--- src/hw/rtl/csd_pkg.sv ---
// ----------------------------------------------------------------------------
// csd_pkg
// Shared types and constants of the descending comb sort block.
// ----------------------------------------------------------------------------
package csd_pkg;

	localparam int KEY_W = 32;
	localparam int TAG_W = 16;

	// one stored list entry: the key and the tag that travels with it
	typedef struct packed {
		logic signed [KEY_W-1:0] key;
		logic [TAG_W-1:0]        tag;
	} entry_t;

	// sequencer states
	typedef enum logic [2:0] {
		ST_LOAD,
		ST_START,
		ST_READ,
		ST_CMP,
		ST_WR2,
		ST_EMIT_RD,
		ST_EMIT_OUT
	} st_t;

	// gap shrink by 10/13 as a multiply by a scaled reciprocal: 50420 / 2^16
	localparam int GAP_MUL   = 50420;
	localparam int GAP_SHIFT = 16;

endpackage

--- src/hw/rtl/csd_in_if.sv ---
// ----------------------------------------------------------------------------
// csd_in_if
// Input channel of the comb sort: one list entry per transfer.
// ----------------------------------------------------------------------------
interface csd_in_if;
	logic                             valid;
	logic                             ready;
	logic signed [csd_pkg::KEY_W-1:0] key;
	logic [csd_pkg::TAG_W-1:0]        tag;
	logic                             last_in;

	modport source (output valid, key, tag, last_in, input ready);
	modport sink (input valid, key, tag, last_in, output ready);
endinterface

--- src/hw/rtl/csd_out_if.sv ---
// ----------------------------------------------------------------------------
// csd_out_if
// Output channel of the comb sort: one sorted entry per transfer.
// ----------------------------------------------------------------------------
interface csd_out_if;
	logic                             valid;
	logic                             ready;
	logic signed [csd_pkg::KEY_W-1:0] sorted_key;
	logic [csd_pkg::TAG_W-1:0]        sorted_tag;
	logic                             last_out;
	logic                             overflowed;

	modport source (output valid, sorted_key, sorted_tag, last_out, overflowed, input ready);
	modport sink (input valid, sorted_key, sorted_tag, last_out, overflowed, output ready);
endinterface

--- src/hw/rtl/comb_sort_descending.sv ---
// ----------------------------------------------------------------------------
// comb_sort_descending
// Collects a keyed list and returns it in descending key order (comb sort).
// ----------------------------------------------------------------------------
// Entries are taken one per cycle into a MAX_ENTRIES deep store; entries that
// arrive while the store is full are dropped and every result of that list
// carries overflowed. After the entry marked last_in the block stops taking
// input and sorts in place with one shared compare-and-swap step: a read state
// fetches the pair, a compare state writes the earlier slot, and a further write
// state writes the later slot only when the pair swaps. The pass count follows
// the comb sort gap sequence plus the closing gap-one passes. Results then
// leave one at a time, each read from the store into the read register and
// held there until it is taken, the final one marked last_out. A list of one
// entry goes straight to output. Input is accepted again after the last
// result transfer.
module comb_sort_descending #(
	parameter int MAX_ENTRIES = 32
) (
	input  logic        clk,
	input  logic        arst_n,
	csd_in_if.sink      items,
	csd_out_if.source   results
);

	localparam int IDX_W  = $clog2(MAX_ENTRIES);
	localparam int CNT_W  = $clog2(MAX_ENTRIES + 1);
	localparam int PROD_W = CNT_W + csd_pkg::GAP_SHIFT;

	// gap * 10 / 13, exact for gaps well beyond the parameter range
	function automatic logic [CNT_W-1:0] gap_shrink(input logic [CNT_W-1:0] g);
		logic [PROD_W-1:0] p;
		p = PROD_W'(g) * PROD_W'(csd_pkg::GAP_MUL);
		return CNT_W'(p >> csd_pkg::GAP_SHIFT);
	endfunction

	csd_pkg::st_t state_q, state_d;

	csd_pkg::entry_t mem_q [MAX_ENTRIES];
	csd_pkg::entry_t rd_a_q, rd_b_q;
	csd_pkg::entry_t wr_data;
	logic [IDX_W-1:0] wr_addr, rd_addr_a;
	logic             wr_en, rd_en;

	logic [CNT_W-1:0] count_q, gap_q, gap_in, gap_nx;
	logic [IDX_W-1:0] i_q, j_q, e_q;
	logic             ovf_q, swap_q;

	logic in_take, out_take, room, less, step_done, pass_end, emit_last;
	logic [CNT_W-1:0] count_after;

	// handshakes and compare
	assign in_take   = items.valid && items.ready;
	assign out_take  = results.valid && results.ready;
	assign room      = count_q < CNT_W'(MAX_ENTRIES);
	assign count_after = room ? count_q + CNT_W'(1) : count_q;
	assign less      = rd_a_q.key < rd_b_q.key;
	assign step_done = (state_q == csd_pkg::ST_CMP && !less) || state_q == csd_pkg::ST_WR2;
	assign pass_end  = CNT_W'(j_q) == count_q - CNT_W'(1);
	assign emit_last = CNT_W'(e_q) == count_q - CNT_W'(1);
	assign gap_in    = (state_q == csd_pkg::ST_START) ? count_q : gap_q;
	assign gap_nx    = gap_shrink(gap_in);

	// output channel driven from the read register
	assign items.ready        = state_q == csd_pkg::ST_LOAD;
	assign results.valid      = state_q == csd_pkg::ST_EMIT_OUT;
	assign results.sorted_key = rd_a_q.key;
	assign results.sorted_tag = rd_a_q.tag;
	assign results.last_out   = emit_last;
	assign results.overflowed = ovf_q;

	// store port selection
	always_comb begin
		wr_en   = 1'b0;
		wr_addr = i_q;
		wr_data = rd_b_q;
		case (state_q)
			csd_pkg::ST_LOAD: begin
				wr_en        = in_take && room;
				wr_addr      = count_q[IDX_W-1:0];
				wr_data.key  = items.key;
				wr_data.tag  = items.tag;
			end
			csd_pkg::ST_CMP: begin
				wr_en   = less;
				wr_addr = i_q;
				wr_data = rd_b_q;
			end
			csd_pkg::ST_WR2: begin
				wr_en   = 1'b1;
				wr_addr = j_q;
				wr_data = rd_a_q;
			end
			default: ;
		endcase
		rd_en     = state_q == csd_pkg::ST_READ || state_q == csd_pkg::ST_EMIT_RD;
		rd_addr_a = (state_q == csd_pkg::ST_EMIT_RD) ? e_q : i_q;
	end

	// entry store with registered reads
	always_ff @(posedge clk) begin
		if (wr_en) begin
			mem_q[wr_addr] <= wr_data;
		end
		if (rd_en) begin
			rd_a_q <= mem_q[rd_addr_a];
			rd_b_q <= mem_q[j_q];
		end
	end

	// state register
	always_ff @(posedge clk or negedge arst_n) begin
		if (!arst_n) begin
			state_q <= csd_pkg::ST_LOAD;
		end else begin
			state_q <= state_d;
		end
	end

	// next state
	always_comb begin
		state_d = state_q;
		unique case (state_q)
			csd_pkg::ST_LOAD: begin
				if (in_take && items.last_in) begin
					state_d = (count_after < CNT_W'(2)) ? csd_pkg::ST_EMIT_RD
						: csd_pkg::ST_START;
				end
			end
			csd_pkg::ST_START: state_d = csd_pkg::ST_READ;
			csd_pkg::ST_READ:  state_d = csd_pkg::ST_CMP;
			csd_pkg::ST_CMP, csd_pkg::ST_WR2: begin
				if (state_q == csd_pkg::ST_CMP && less) begin
					state_d = csd_pkg::ST_WR2;
				end else if (pass_end && gap_q <= CNT_W'(1) && !swap_q) begin
					state_d = csd_pkg::ST_EMIT_RD;
				end else begin
					state_d = csd_pkg::ST_READ;
				end
			end
			csd_pkg::ST_EMIT_RD: state_d = csd_pkg::ST_EMIT_OUT;
			csd_pkg::ST_EMIT_OUT: begin
				if (out_take) begin
					state_d = emit_last ? csd_pkg::ST_LOAD : csd_pkg::ST_EMIT_RD;
				end
			end
			default: state_d = csd_pkg::ST_LOAD;
		endcase
	end

	// list count, gap and pair indexes
	always_ff @(posedge clk or negedge arst_n) begin
		if (!arst_n) begin
			count_q <= '0;
			ovf_q   <= 1'b0;
			gap_q   <= '0;
			i_q     <= '0;
			j_q     <= '0;
			e_q     <= '0;
			swap_q  <= 1'b0;
		end else begin
			case (state_q)
				csd_pkg::ST_LOAD: begin
					e_q <= '0;
					if (in_take) begin
						count_q <= count_after;
						if (!room) begin
							ovf_q <= 1'b1;
						end
					end
				end
				csd_pkg::ST_START: begin
					gap_q  <= gap_nx;
					i_q    <= '0;
					j_q    <= IDX_W'(gap_nx);
					swap_q <= 1'b0;
				end
				csd_pkg::ST_CMP: begin
					if (less) begin
						swap_q <= 1'b1;
					end
				end
				csd_pkg::ST_EMIT_OUT: begin
					if (out_take) begin
						if (emit_last) begin
							count_q <= '0;
							ovf_q   <= 1'b0;
						end else begin
							e_q <= e_q + IDX_W'(1);
						end
					end
				end
				default: ;
			endcase

			// advance to the next pair or start the next pass
			if (step_done) begin
				if (pass_end) begin
					i_q    <= '0;
					swap_q <= 1'b0;
					if (gap_q > CNT_W'(1)) begin
						gap_q <= gap_nx;
						j_q   <= IDX_W'(gap_nx);
					end else begin
						j_q <= IDX_W'(1);
					end
				end else begin
					i_q <= i_q + IDX_W'(1);
					j_q <= j_q + IDX_W'(1);
				end
			end
		end
	end

endmodule

--- src/flat_wrapper.sv ---
// flat-port wrapper written by rule: the top's interface ports become plain ports
module comb_sort_descending_flat 
#(
	parameter int MAX_ENTRIES = 32
)
  (clk, arst_n, items_valid, items_key, items_tag, items_last_in, items_ready, results_valid, results_sorted_key, results_sorted_tag, results_last_out, results_overflowed, results_ready);
  csd_in_if items_i ();
  csd_out_if results_i ();
  input  logic clk;
  input  logic arst_n;
  input wire logic [$bits(items_i.valid)-1:0] items_valid;
  input wire logic [$bits(items_i.key)-1:0] items_key;
  input wire logic [$bits(items_i.tag)-1:0] items_tag;
  input wire logic [$bits(items_i.last_in)-1:0] items_last_in;
  output wire logic [$bits(items_i.ready)-1:0] items_ready;
  output wire logic [$bits(results_i.valid)-1:0] results_valid;
  output wire logic [$bits(results_i.sorted_key)-1:0] results_sorted_key;
  output wire logic [$bits(results_i.sorted_tag)-1:0] results_sorted_tag;
  output wire logic [$bits(results_i.last_out)-1:0] results_last_out;
  output wire logic [$bits(results_i.overflowed)-1:0] results_overflowed;
  input wire logic [$bits(results_i.ready)-1:0] results_ready;
  assign items_i.valid = items_valid;
  assign items_i.key = items_key;
  assign items_i.tag = items_tag;
  assign items_i.last_in = items_last_in;
  assign items_ready = items_i.ready;
  assign results_valid = results_i.valid;
  assign results_sorted_key = results_i.sorted_key;
  assign results_sorted_tag = results_i.sorted_tag;
  assign results_last_out = results_i.last_out;
  assign results_overflowed = results_i.overflowed;
  assign results_i.ready = results_ready;
  comb_sort_descending #(.MAX_ENTRIES(MAX_ENTRIES)) u_core (.clk(clk), .arst_n(arst_n), .items(items_i), .results(results_i));
endmodule
--- config.mk ---
export PLATFORM = sky130hd
export DESIGN_NAME = comb_sort_descending_flat
export DESIGN_NICKNAME = d
export VERILOG_FILES = /design/src/hw/rtl/csd_pkg.sv /design/src/hw/rtl/csd_in_if.sv /design/src/hw/rtl/csd_out_if.sv /design/src/hw/rtl/comb_sort_descending.sv /design/src/flat_wrapper.sv
export SDC_FILE = /design/constraint.sdc
export NUM_CORES = 2
export LEC_CHECK = 0
export BUFFER_PORTS_ARGS = -buffer_cell sky130_fd_sc_hd__buf_2
export CAP_MARGIN = 0
export CORE_ASPECT_RATIO = 1.75
export CORE_MARGIN = 3
export CORE_UTILIZATION = 40
export CTS_CLUSTER_DIAMETER = 150
export DETAILED_ROUTE_END_ITERATION = 7
export PLACE_DENSITY = 0.64
export SETUP_SLACK_MARGIN = 0.5
export SYNTH_ARGS = -nofsm -noshare
export SYNTH_HDL_FRONTEND = slang
export SYNTH_SLANG_ARGS = --single-unit
export TNS_END_PERCENT = 1
--- constraint.sdc ---
create_clock -name clk -period 10.9 [get_ports clk]
set_input_delay 1.09 -clock clk [delete_from_list [all_inputs] [get_ports clk]]
set_output_delay 1.09 -clock clk [all_outputs]
set_load 0.03 [all_outputs]
==> run metrics <==
Die X=341 microns; Clock transition at path regs=0.07 ns; critical path arrival=5.77 ns; EDFF count, synth=1,632; drt initial violations=5,234; Worst-Margin Slew=1.36 ns; vias in the first global route=46,302; critical path cell sequence=ha_1 -> and4_1 -> o311ai_1 -> o41ai_1 -> a211oi_4 -> o211ai_1 -> a21oi_1 -> nand2_1 -> nor2_4 -> buf_4; Syn Inst Count=4,236; fin area=87,300 sq um; yosys warns=0; # clock sinks=1,664; worst vdd ir=0.000235 V; Fin Hold WS=0.378 ns; Post-Route WL=234,000 microns; Worst EP required=11.30 ns; syn nets=4,368; register share of total power=37.6%; worst skew pair latency=0.81 ns; Clk network pwr share=21.2%; max-cap violation count=0; Core Region=195,000 sq um; Buf+Inv Stages, Crit Path=1; Worst Setup Start Kind=flip-flop; postcts setup bufs=0; crit end category=flip-flop; Vias/cell=6.40; FP Rows=214; Gate power share=41.2%; initial antenna violation count=3; Psw=9.07 mW; GRT overflow=0; Detail Route Antenna Nets=0; Slew HR=9.57%; I/O Buffers=104; Area growth, synth to finish=10.8%; max-slew violations=0; Crit path max-delay family=simple AND/OR/NAND/NOR gates; Post-DP HPWL=134,000 microns; Detailed Routing Iterations Pass 1=6; final critical-path required period=5.38 ns; die height=593 microns; Post-Syn Area=78,800 sq um; CTS root buffer=clkbuf_16; Unique masters post-synth=72; Top FF cell, synth=edfxtp_1; largest net degree at the start of global routing=130; Setup crit start=u_core.results.sorted_key[13]; Yosys reg bits=1,664; first-pass GRT wire length=336,000 microns; hold_buf cts=0; Pwr Density=291 nW/um^2; fmax=186 MHz; total global-route track usage=22.9%; Die Area=202,000 sq um; internal power=16.4 mW; Sw Ratio=35.7%; static leakage=28.2 nW; crit-path max cell delay=0.95 ns; setup slack at placement=5.58 ns; setup violators final=0; logic depth of the worst path, buffers included=10; RSZ-0062 raised after global routing=no; NumNets Final=4,447; number of I/O pins=105; Initial Util=40.4%; register area share after synthesis=63.2%; period utilization=49.3%; Num CTS Buffers=151; worst flop-to-flop path startpoint=u_core.results.sorted_key[13]; GPL Wtd Cong=0.821; CP Class=reg2reg; Placed Area=82,500 sq um; final hold viol count=0; Synth Area per Inst=18.6 sq um; synth top area cells=edfxtp_1 62%, mux4_2 25%, nand2_1 2.5%; crit path max fanout=27; htree depth=4; R2R depth=10; vias=44,906; status=finished, final reports clean; clock buffer depth=4; post-route setup TNS=0 ns; CTS tree=yes; FILL cells=16,652; Yosys top cell by area=edfxtp_1; reg-to-reg slack, setup=5.52 ns; worst hold path class=in2async; Setup Skew=0.0545 ns; Slowest cell on crit path=nor2_4; RR Endpoint=u_core.mem_q[30][12]; Async SR Flop Fraction=1.92%; layout cells sized above 1=32.2%; post-CTS sizing=0; DRC=0; WL/cell=33.4 microns; Worst Setup EP=u_core.mem_q[30][12]; area share of the largest cell type after synthesis=62.2%; slack of the critical path=5.52 ns
placed cells by master, fill, tap and decap left out, types with 30 or more instances in the layout:
| cell | netlist | final |
|---|---|---|
| mux2i_1 | 60 | 57 |
| clkbuf_1 | 161 | 30 |
| clkbuf_16 | 0 | 154 |
| edfxtp_1 | 1632 | 1632 |
| mux2_2 | 56 | 54 |
| buf_2 | 66 | 105 |
| inv_1 | 64 | 64 |
| nand2_1 | 520 | 520 |
| buf_4 | 18 | 118 |
| ha_1 | 70 | 70 |
| o21ai_0 | 80 | 31 |
| o21ai_1 | 43 | 85 |
| nand3_1 | 255 | 255 |
| nor2_1 | 67 | 35 |
| nor2_4 | 0 | 32 |
| mux4_2 | 864 | 864 |
synthesized netlist by cell type (12+ instances only):
cell type / instances
xnor2_1: 12
dfrtp_1: 32
mux2_2: 56
o21ai_1: 43
edfxtp_1: 1632
buf_1: 32
nor2_1: 67
mux2i_1: 60
buf_4: 18
nand2_1: 520
buf_6: 29
inv_1: 64
o21ai_0: 80
xor2_1: 16
a21oi_1: 27
mux4_2: 864
ha_1: 70
nand3_1: 255
clkbuf_1: 161
buf_2: 66
power groups by stage:
stage / Sequential [mW] / Clock (mW) / Combinational (mW)
4_1_cts: 9.57 / 5.47 / 10.6
3_3_place_gp: 9.68 / 0 / 10.4
2_1_floorplan: 9.75 / 0 / 7.13
5_1_grt: 9.62 / 5.70 / 11.2
3_5_place_dp: 9.70 / 0 / 10.6
6_report: 9.56 / 5.40 / 10.5
through the flow:
stage | total power [mW] | util [%] | std cells
2_1_floorplan | 16.9 | - | 4236
3_5_place_dp | 20.3 | 42.3 | 6754
6_report | 25.4 | 44.8 | 7019
5_1_grt | 26.6 | 44.8 | 7018
4_1_cts | 25.6 | 44.8 | 7017
3_3_place_gp | 20.1 | 42.3 | 6753
registers in the layout (all words and copies together), names as in the netlist:
signal	flops
u_core.mem_q	1536
u_core.results.overflowed	1
u_core.swap_q	1
u_core.i_q	5
u_core.j_q	5
u_core.gap_q	6
u_core.state_q	3
u_core.e_q	5
u_core.rd_b_q	48
u_core.results.sorted_key	32
u_core.count_q	6
u_core.results.sorted_tag	16
layer usage:
metal  vias up  share of wire, %  GRT usage, %
met1     24194                35          27.7
met2      2475                52          40.8
li1      17682                 -             -
met5         -            0.0056             0
met4         2               5.2          10.6
met3       553               7.2          3.26
kinds of logic after synthesis:
logic type                 count (synthesis)  synth area share (%)
buffers and inverters                    371                  2.24
and+or+nand+nor                          902                  4.95
xor gates and xnor gates                  29                 0.332
AOI/OAI and AO/OA                        208                  1.58
DFF                                     1664                  63.2
muxes                                    983                  26.3
adders and majority gates                 79                  1.34
final cells by class:
cell class	count	area, sq um	area share, %
sequential	1664	49800	57.1
multi-input combinational	2201	27500	31.6
clock buffer	184	3970	4.54
tap	2592	3240	3.72
timing repair buffer	232	1590	1.82
clock inverter	79	863	0.989
inverter	65	246	0.282
antenna	2	5.00	0.00573
how the worst min path moves through the flow:
| stage | to | slack, ns | cells past startpoint |
|---|---|---|---|
| global placement | u_core.results.overflowed | 0.48 | 2 |
| global route | u_core.count_q[5] | 0.42 | 1 |
| detailed placement | u_core.results.overflowed | 0.49 | 2 |
| floorplan | u_core.gap_q[4] | 0.50 | 1 |
| finish | u_core.results.overflowed | 0.38 | 1 |
| CTS | u_core.results.overflowed | 0.37 | 1 |
(Power assumes the default switching activity.)
